File: config.mk
export PLATFORM = sky130hd
export DESIGN_NAME = tsps_ram
export DESIGN_NICKNAME = d
export VERILOG_FILES = /design/src/rtl/core/tsps_ram.sv
export SDC_FILE = /design/constraint.sdc
export NUM_CORES = 1
export LEC_CHECK = 0
export BUFFER_PORTS_ARGS = -buffer_cell sky130_fd_sc_hd__buf_4
export CORE_UTILIZATION = 40
export DETAILED_ROUTE_END_ITERATION = 8
export GPL_TIMING_DRIVEN = 0
export PLACE_DENSITY = 0.68
export SLEW_MARGIN = 30
export SYNTH_ARGS = -nofsm -noshare
export SYNTH_HDL_FRONTEND = slang
export SYNTH_SLANG_ARGS = --single-unit
File: constraint.sdc
create_clock -name clk -period 4.25 [get_ports clk]
set_clock_uncertainty 0.1 [all_clocks]
set_input_delay 0.85 -clock clk [delete_from_list [all_inputs] [get_ports clk]]
set_output_delay 0.85 -clock clk [all_outputs]
set_load 0.02 [all_outputs]
File: src/rtl/core/tsps_ram.sv
`timescale 1ns / 1ps
// tsps_ram: generic single write, single read ram with registered read
// no dependencies

module tsps_ram #(
    parameter int WIDTH = 8,
    parameter int DEPTH = 16
) (
    input  logic                                       clk,
    input  logic                                       we,
    input  logic [((DEPTH > 1) ? $clog2(DEPTH) : 1)-1:0] waddr,
    input  logic [WIDTH-1:0]                           wdata,
    input  logic [((DEPTH > 1) ? $clog2(DEPTH) : 1)-1:0] raddr,
    output logic [WIDTH-1:0]                           rdata
);

    logic [WIDTH-1:0] mem [DEPTH];

    // write port and registered read port
    always_ff @(posedge clk)
    begin
        if (we)
            mem[waddr] <= wdata;
        rdata <= mem[raddr];
    end

endmodule

Word-level counts from Yosys, hierarchy flattened
Memories as Yosys holds them, arrays and structs flattened. A register that Yosys moved wholly into a read port is not among the register bits.
Cells that the tools add are included.
{"block": "word_totals", "output_inout_bits": 8, "ramBits": 128, "regBits": 0, "mem_count": 1, "word_cells": 3}
{"block": "op_classes", "mux": 2}
{"memory": "mem", "words": 16, "width": 8, "rd": 1, "rd_clocked_by_memory_dff": 1, "write_ports": 1, "line": "17", "rtl": "logic [WIDTH-1:0] mem [DEPTH];"}
{"op": "two-way mux 1 bit", "n": 2}

Depth between registers and ports, before layout
{"block": "logic_depth", "word_depth": 2, "mapped_depth": 5}

Worst setup path after synthesis
No wires, ideal clock.
{"block": "synth_timing", "kind": "input to register", "from": "input port waddr[2] (netlist name)", "to": "memory mem[0][0] (enable)", "setup_time_ns": 0.383, "arrival_ns": 1.960, "setup_slack_ns": 1.807, "cell_stages": 2, "n_path_buf": 0, "cell_sequence": "or3b_2 -> nor3_1"}
{"element": "from (decl)", "line": "11", "rtl": "input logic [((DEPTH > 1) ? $clog2(DEPTH) : 1)-1:0] waddr,"}
{"element": "to (decl)", "line": "17"}
Straight into the memory's write port.

Worst setup path in the final report
{"block": "layout_timing", "from": "input port waddr[2] (netlist name)", "to": "memory mem[1][2] (enable)"}
Straight into the memory's write port.

==> reports/qor.csv <==
metric,value,unit
outcome,finished clean,
arrival time at the worst endpoint,2.23,ns
Syn Nets,247,
Slew headroom,0.379,
DRC,0,
Worst Path Required,4.18,ns
Core ar.,12600,um2
largest cells by area after synthesis,"edfxtp_1, mux4_2, mux4_1",
post-synth cell types,19,
I/O Buffers,24,
clk buf depth,2,
ANT nets after route,0,
crit-path max FO,8,
Avg Inst Size Synth,22.5,um2
Post-synth EDFFs,128,
largest net degree at the start of global routing,17,
final instance area,6170,um2
die area,13300,um2
"area leader, netlist",edfxtp_1,
Max Slew Vio Count,0,
final hold vios,0,
top-area cell type share of the netlist area,0.747,
drt first pass iters,4,
Final Setup Violations,0,
max-cap check violation count,0,
Clock Sink Count,136,
Layout Utilization,0.491,
fin nets,290,
gpl congestion,0.687,
placed cell count,425,
Fin Setup TNS,0,ns
Placement Cell Area,5560,um2
initial antenna violation count,0,
number of diodes,0,
sequential area share after synthesis,0.778,
unrepaired setup endpoints after global routing,no,
IO Count,26,
gr ovfl total,0,
number of post-CTS setup repair buffers,0,
Die H,115,um
die width,115,um
"Reg clk slew, reported paths",0.06,ns
drt wl/cell,20.8,um
minimum clock period,2.30,ns
synth cell count leaders,"edfxtp_1, mux4_2, a22oi_1",
leading register cell type out of synthesis,edfxtp_1,
hold_buf cts,0,
Post-DP HPWL,5.94,mm
Fmax,436,MHz
Leakage,2.04,nW
Max VDD drop,0.309,mV
Async SR Flop Fraction,0,
CTS H-tree lvls,4,
Syn Inst Count,229,
Root Buffer,clkbuf_16,
TritonCTS clock tree,yes,
most frequent cell after synthesis,edfxtp_1,
Min-Delay Path Class,reg2reg,
GRT Total Usage,0.161,
clk_lat worst skew,0.42,ns
CP Launch Type,input pin,
share of layout cells above drive strength 1,0.312,
nature of the critical path endpoint,flip-flop,
post-cts sizing count,0,
worst slew pin tran,0.927,ns
synthesized area,5150,um2
initial DRC count,185,
vias in the first global route,2461,
global-route wire length before repair,14.3,mm
final cell count without fillers,457,
critical path type,in2reg,
PwrDens,509,nW/um2
Vias/cell,5.19,
#FFs+latches synth,136,
Ys Warns,0,
crit share post-route,0.540,
Initial Util,0.410,
WL final,9.49,mm
Core Rows,41,
Synth-to-Final Area Change,19.8,%
Filler Cells Inserted,1002,
Num CTS Buffers,17,
Via Count,2371,
total power,3.14,mW
flip-flops by register name (all words and copies together) (netlist names):
| register | cells |
|---|---|
| mem | 128 |
| rdata | 8 |
critical path, stage by stage:
cell and delay (ns):
buf_4 0.12, or3b_2 0.53, nor2_1 0.72
cell families (layout without fill, tap and decap cells):
| group | Yosys count | in the layout | share of synthesized area |
|---|---|---|---|
| AOI/OAI and AO/OA | 16 | 16 | 0.0233 |
| and+or+nand+nor | 35 | 35 | 0.0318 |
| DFF | 136 | 136 | 0.778 |
| muxes | 32 | 32 | 0.150 |
| buffers and inverters | 10 | 66 | 0.0168 |
layer usage:
metal / vias to the layer above / wire, um / GRT usage
met5: - / 0 / 0
met4: 0 / 120 / 0.0753
met3: 8 / 517 / 0.0518
met2: 70 / 4780 / 0.244
met1: 1234 / 4080 / 0.212
li1: 1059 / - / -
per-stage QoR:
step / hold WS, ns / worst slack (ns)
after floorplan: 0.529 / 1.81
after global placement: 0.554 / 1.15
after detailed placement: 0.572 / 1.50
after CTS: 0.586 / 1.94
after global routing: 0.592 / 1.89
final: 0.579 / 1.95
final cells by class:
| type | instances | area (um2) | area share |
|---|---|---|---|
| sequential | 136 | 4000 | 0.649 |
| multi-input combinational | 83 | 1080 | 0.175 |
| clock buffer | 20 | 447 | 0.0724 |
| tap | 172 | 215 | 0.0349 |
| timing repair buffer | 24 | 180 | 0.0292 |
| clock inverter | 12 | 153 | 0.0248 |
| buffer | 10 | 86.3 | 0.0140 |
power breakdown:
part,internal (mW),total (mW),switching [mW],leakage [nW]
logic,0.0689,0.156,0.0872,0.539
registers,1.50,1.51,0.00693,1.22
clock network,0.935,1.47,0.539,0.282
path summary, 6_finish.rpt:
| path | cells past startpoint | slack, ns | end | startpoint |
|---|---|---|---|---|
| worst max-delay path | 3 | 1.95 | mem[1][2]$_DFFE_PP_ | waddr[2] |
| worst min-delay path | 3 | 0.58 | rdata[3]$_DFF_P_ | mem[8][3]$_DFFE_PP_ |
| worst max register to register | 3 | 2.78 | rdata[4]$_DFF_P_ | mem[3][4]$_DFFE_PP_ |
| worst min register to register | 3 | 0.58 | rdata[3]$_DFF_P_ | mem[8][3]$_DFFE_PP_ |
placed cells by master (no fill, tap or decap), drive strengths merged:
master	instances
edfxtp	128
buf	31
dfxtp	8
nand3b	2
bufinv	3
clkdlybuf4s25	3
nand2	9
nand2b	2
or3b	1
clkinvlp	4
and2	1
and2b	1
mux4	32
nand3	1
clkinv	5
nor2	13
nor3	4
clkbuf	20
nor2b	1
a22oi	16
Power figures use the tool's default switching activity.
