### src/rtl/core/tsps_pkg.sv
`timescale 1ns / 1ps
// tsps_pkg: shared constants and modular helper for the totient sieve
// no dependencies

package tsps_pkg;

    localparam int LIMIT_W = 17;
    localparam int NUM_W   = 17;
    localparam int TOT_W   = 16;
    localparam int SUM_W   = 30;
    localparam int TAG_W   = 4;

    localparam logic [SUM_W-1:0] MODULUS = 30'd998244353;

    // sum of two residues, reduced once
    function automatic logic [SUM_W-1:0] add_mod(input logic [SUM_W-1:0] a,
                                                 input logic [SUM_W-1:0] b);
        logic [SUM_W:0] s;
        s = {1'b0, a} + {1'b0, b};
        if (s >= {1'b0, MODULUS})
            s = s - {1'b0, MODULUS};
        return s[SUM_W-1:0];
    endfunction

endpackage

### src/rtl/core/tsps_modred.sv
`timescale 1ns / 1ps
// tsps_modred: reduces a wide product modulo 998244353 by a reciprocal estimate
// depends on tsps_pkg

module tsps_modred
    import tsps_pkg::*;
#(
    parameter int WI = 47
) (
    input  logic             clk,
    input  logic             rst_n,
    input  logic             start,
    input  logic [WI-1:0]    value,
    output logic             done,
    output logic [SUM_W-1:0] result
);

    // quotient estimate from bit 29 upward, at most two below the true one
    localparam int K  = WI - 29;
    localparam int QW = K + SUM_W;
    localparam longint unsigned RECIP = (64'd1 << WI) / 64'(MODULUS);
    localparam logic [K-1:0] RECIP_V  = K'(RECIP);
    localparam logic [31:0]  MOD1     = 32'(MODULUS);
    localparam logic [31:0]  MOD2     = MOD1 << 1;

    logic            st1_reg;
    logic            st2_reg;
    logic            done_reg;
    logic [WI-1:0]   x_reg;
    logic [K-1:0]    q_reg;
    logic [31:0]     r_reg;
    logic [2*K-1:0]  qe;
    logic [QW-1:0]   qm;
    logic [31:0]     r_fin;

    // estimate, product of quotient and modulus, final correction
    always_comb
    begin
        qe = (2*K)'(x_reg[WI-1:29]) * (2*K)'(RECIP_V);
        qm = QW'(q_reg) * QW'(MODULUS);
        if (r_reg >= MOD2)
            r_fin = r_reg - MOD2;
        else if (r_reg >= MOD1)
            r_fin = r_reg - MOD1;
        else
            r_fin = r_reg;
    end

    // stage valid bits
    always_ff @(posedge clk or negedge rst_n)
    begin
        if (!rst_n)
        begin
            st1_reg  <= 1'b0;
            st2_reg  <= 1'b0;
            done_reg <= 1'b0;
        end
        else
        begin
            st1_reg  <= start;
            st2_reg  <= st1_reg;
            done_reg <= st2_reg;
        end
    end

    // operand, quotient and remainder below 3*modulus
    always_ff @(posedge clk)
    begin
        if (start)
            x_reg <= value;
        if (st1_reg)
            q_reg <= qe[2*K-1:K];
        if (st2_reg)
            r_reg <= x_reg[31:0] - qm[31:0];
    end

    assign done   = done_reg;
    assign result = r_fin[SUM_W-1:0];

endmodule
### config.mk
export PLATFORM = sky130hd
export DESIGN_NAME = tsps_modred
export DESIGN_NICKNAME = d
export VERILOG_FILES = /design/src/rtl/core/tsps_pkg.sv /design/src/rtl/core/tsps_modred.sv
export SDC_FILE = /design/constraint.sdc
export NUM_CORES = 1
export LEC_CHECK = 0
export BUFFER_PORTS_ARGS = -buffer_cell sky130_fd_sc_hd__buf_2
export CORE_MARGIN = 10
export CORE_UTILIZATION = 56
export DETAILED_ROUTE_END_ITERATION = 8
export PLACE_DENSITY = 0.81
export SYNTH_ARGS = -nofsm -noshare
export SYNTH_HDL_FRONTEND = slang
export SYNTH_SLANG_ARGS = --single-unit
### constraint.sdc
create_clock -name clk -period 8.1 [get_ports clk]
set_clock_uncertainty 0.1 [all_clocks]
set_input_delay 1.62 -clock clk [delete_from_list [all_inputs] [get_ports clk]]
set_output_delay 1.62 -clock clk [all_outputs]
set_load 0.05 [all_outputs]
# Word-level counts from Yosys, hierarchy flattened
# Index checks and enable logic that the tools add are counted.
# W data, S select, Z words.
[classes] add_sub_neg=3 multipliers=2 n_lt_le_gt_ge=2 n_mux=2
[ops] cell="$mux W30" count=2
[ops] cell="$sub A30 B30 Y30 const B" count=2
[ops] cell="$mul A18 B18 Y36 const B" count=1
[ops] cell="$ge A32 B30 Y1 const B" count=1
[ops] cell="$ge A32 B31 Y1 const B" count=1
[ops] cell="$mul A18 B30 Y32 const B" count=1
[ops] cell="$sub A32 B32 Y32" count=1
[totals] register_bits=100 input_bits=50

# Depth between registers and ports, before layout
[logic_depth] depth_word=3 depth_mapped=21 mapped_depth_nobuf=21

# Least setup slack after synthesis
# Ideal clock, no wire load.
[synth_path] path_type="register to register" startpoint="register x_reg[40]" endpoint="register q_reg[16], data pin" setup_time_ps=258 arrival_ps=5520 slack_ps=2222 stages_incl_launch_ff=21 path_buffers=0 period_less_slack_ps=5878 path_cell_list="edfxtp_1 -> fa_1 -> ha_1 -> inv_1 -> fa_1 -> inv_1 -> fa_1 -> fa_1 -> inv_1 -> fa_1 -> inv_1 -> ha_1 -> a21oi_1 -> o21ai_0 -> or3_1 -> o31a_1 -> o21ai_0 -> a21oi_1 -> or3_1 -> a21oi_1 -> xnor2_1"
[synth_via] elab_chain_cells=1
[synth_lines] element="start: declaration" line_no="tsps_modred.sv:29" rtl="logic [WI-1:0] x_reg;"
[synth_lines] element="start signal: assignment" line_no="tsps_modred.sv:70" rtl="x_reg <= value;"
[synth_lines] element="$mul A18 B18 Y36" line_no="tsps_modred.sv:39" rtl="qe = (2*K)'(x_reg[WI-1:29]) * (2*K)'(RECIP_V);"
[synth_lines] element="via qe[34]" line_no="tsps_modred.sv:32" rtl="logic [2*K-1:0] qe;"
[synth_lines] element="end signal: assignment" line_no="tsps_modred.sv:72" rtl="q_reg <= qe[2*K-1:K];"
[synth_lines] element="end: declaration" line_no="tsps_modred.sv:30" rtl="logic [K-1:0] q_reg;"
# The timed path passes the listed nets, and every way through them passes these cells.
# A chain may end at the register's enable or synchronous reset.

# Final worst setup path
# Same ends and word-level chain as after synthesis.

==> Implementation_results.wiki <==
{| class="wikitable"
! Metric !! Value
|-
| Register area || 0.00299 mm^2
|-
| PortBufs || 80
|-
| Number of nets in the synthesized netlist || ~1,600
|-
| Distinct cell type count of the synthesized netlist || 57
|-
| Initial antenna violation count || 1
|-
| Number of gates resized after cts || 0
|-
| Initial Utilization || between 50 and 60%
|-
| Type of the most critical hold path || reg2reg
|-
| Footprint of the multi-input gates || a little over 0.008 mm^2
|-
| Overall via count from detail_route || ~8,000
|-
| Synth area leaders || ha_1 27%, edfxtp_1 24%, fa_1 19%
|-
| Post-synthesis xor/xnor area fraction || under 10%
|-
| Final Hold Vio Count || 0
|-
| Synth top area share || a little over a quarter
|-
| Max Transition Viols Final || 0
|-
| Die outline height || between 150 and 200 um
|-
| Remaining antenna violation count || 0
|-
| H-Tree Level Count || 3
|-
| Shortest clock period the worst path allows after layout || 6.39 ns
|-
| TritonCTS Sinks || 100
|-
| Mux contribution to synthesized area || 0%
|-
| Number of placement rows || 53
|-
| Worst slew margin relative to its limit || between 10% and 20%
|-
| Register bit count reported by yosys || 100
|-
| Worst-case register-to-register setup slack || approximately 1.7 ns
|-
| Number of CTS-inserted buffers || 9
|-
| Most frequent standard cell in the layout excluding fill and tap cells || inv_1
|-
| Synth Area in Simple Gates || slightly below 7%
|-
| Final HPWL DP || about 21,000 um
|-
| Sequential cell area fraction in the yosys report || between 20% and 30%
|-
| Number of flip-flops in the largest register || 47
|-
| Synthesized instance count || 1,125
|-
| Wire length reported by the detailed router || approximately 25,000 um
|-
| Compound-cell area share of the yosys netlist || between 7 and 8%
|-
| Global route overflow || 0
|-
| Cell depth of the worst min-delay path || 0
|-
| Final setup TNS || 0 ns
|-
| Syn-to-layout area delta || 8.77%
|-
| Maximum number of buffers from clock root to sink || 2
|-
| CTS tree || built
|-
| Fraction of registers with async set/reset || 3.00%
|-
| Die boundary width || ~170 um
|-
| Minimum setup slack after placement || roughly 1.8 ns
|-
| Critical Path Fanout Max || 9
|-
| Category of the worst setup path capture point || flip-flop
|-
| Endpoint with the worst hold slack || done
|-
| Global-route wire length before repair || 40,900 um
|-
| Pin count of the biggest net entering global routing || between 40 and 50
|-
| Share of post-route cells with drive strength above 1 || 9.11%
|-
| Full die area || 0.0278 mm^2
|-
| Mapped cell area || ~0.012 mm^2
|-
| Filler cells || ~1,700
|-
| Critical path data required time || a little over 8 ns
|-
| Antenna cells || 0
|-
| Depth of the most critical reg-to-reg path || 20
|-
| Global Route Usage Sum || around 18%
|-
| Average wire length per cell after detail routing || 16.5 um
|-
| Max cap viols || 0
|-
| Nets || ~1,600
|-
| Post-Syn Area per Cell || 10.7 um^2
|-
| Final worst path period share || 78.9%
|-
| Final Setup Violations || 0
|-
| Area after detailed placement || about 0.013 mm^2
|-
| Clock Tree Root || clkbuf_16
|-
| Detailed router's first-iteration violation count || ~380
|-
| Placeable core region || 0.0211 mm^2
|-
| 1st-pass router iterations || 5
|-
| Clock transition at the registers of the reported paths || ~0.08 ns
|-
| Unrepaired setup endpoints after global routing || false
|-
| Outcome || finished clean
|-
| I/O Pins || 81
|-
| Number of warning messages in the yosys log || 0
|-
| Critical path launch point type || flip-flop
|-
| Routed via count divided by cell count || about 5.3
|-
| CTS Hold Buffers Added || 0
|-
| Hold_sp || st2_reg
|-
| Slew @ Worst Pin || roughly 1.2 ns
|-
| Area of all placed cells without fillers || roughly 0.013 mm^2
|-
| Post-layout worst setup margin || between 1.5 and 2 ns
|-
| DRC violation count after routing || 0
|-
| Post-CTS setup-driven buffer insertion count || 0
|-
| Max frequency || 156 MHz
|-
| Final weighted congestion of routability-driven global placement || 0.934
|-
| Launching point of the worst reg2reg path || x_reg[40]
|-
| Via count of the first global-routing pass || ~8,500
|-
| Clock latency reported for the late side of the worst-skew pair || 0.37 ns
|-
| Top_reg_cell synth || edfxtp_1
|-
| Most used cells in the layout excluding fill and tap cells || 265 x inv_1, 264 x ha_1, 115 x fa_1
|-
| Post-synth top area cell || ha_1
|-
| Number of flops mapped to enable cells by yosys || between 90 and 100
|-
| Combinational family with the most area after synthesis || adder cells
|-
| Critical path origin || x_reg[40]
|-
| Adder and majority cell fraction of the synthesized area || between 40% and 50%
|-
| Crit Reg-Reg Endpoint || q_reg[16]
|-
| WS Path Type || reg2reg
|-
| Critical path data arrival time || between 6 and 7 ns
|}
## per-layer routing
| metal | up-vias | routed length [um] | track usage, % |
|---|---|---|---|
| li1 | 3910 | - | - |
| met1 | 3836 | 10300 | 20.9 |
| met2 | 169 | 12600 | 32.0 |
| met3 | 53 | 1050 | 3.72 |
| met4 | 0 | 669 | 5.92 |
| met5 | - | 0 | 0 |
## synthesized netlist by cell type (18+ instances only)
| master | n |
|---|---|
| xor2_1 | 35 |
| a21o_1 | 18 |
| fa_1 | 115 |
| nor2_1 | 39 |
| nor3_1 | 24 |
| o21ai_0 | 19 |
| ha_1 | 264 |
| xnor2_1 | 55 |
| inv_1 | 265 |
| a21oi_1 | 41 |
| edfxtp_1 | 97 |
| nand2_1 | 26 |
## worst max-delay path by stage
| stage | slack (ns) | end |
|---|---|---|
| 6_report | 1.71 | q_reg[16] |
| 5_1_grt | 1.39 | q_reg[16] |
| 4_1_cts | 1.72 | q_reg[16] |
| 3_5_place_dp | 1.76 | q_reg[16] |
| 3_3_place_gp | 1.88 | q_reg[16] |
| 2_1_floorplan | 2.22 | q_reg[16] |
## through the flow
step	hold WS [ns]	std cells	util (%)
after floorplan	0.469	1125	-
after global placement	0.268	1478	60.8
after detailed placement	0.274	1478	60.8
after CTS	0.293	1494	62.3
after global routing	0.304	1494	62.3
final	0.292	1494	62.3
## logic make-up after synthesis
group                    count (synthesis)
AO/OA/AOI/OAI                          128
AND/OR/NAND/NOR                        159
buffers and inverters                  268
flip-flops                             100
XOR/XNOR                                90
adder cells (fa/ha/maj)                380
## area by class of cell
class	instances	share of cell area [%]
sequential	100	22.7
timing repair buffer	81	3.11
clock inverter	7	0.714
tap	275	2.62
multi-input combinational	757	61.5
clock buffer	9	1.71
inverter	265	7.57
## worst max-delay path, cell delays in order (launching register included)
cell      delay, ns
edfxtp_1       0.60
fa_1           0.54
ha_1           0.28
inv_1          0.05
fa_1           0.49
inv_1          0.05
fa_1           0.47
fa_1           0.56
inv_1          0.06
fa_1           0.53
inv_1          0.05
ha_1           0.33
a21oi_1        0.12
o21ai_0        0.12
or3_1          0.34
o31a_1         0.32
o21ai_0        0.30
a21oi_1        0.16
or3_1          0.40
a21oi_1        0.19
xnor2_1        0.08
Power is not shown: default switching activity piles up to over one toggle a cycle in this logic, so the estimate is an artifact.
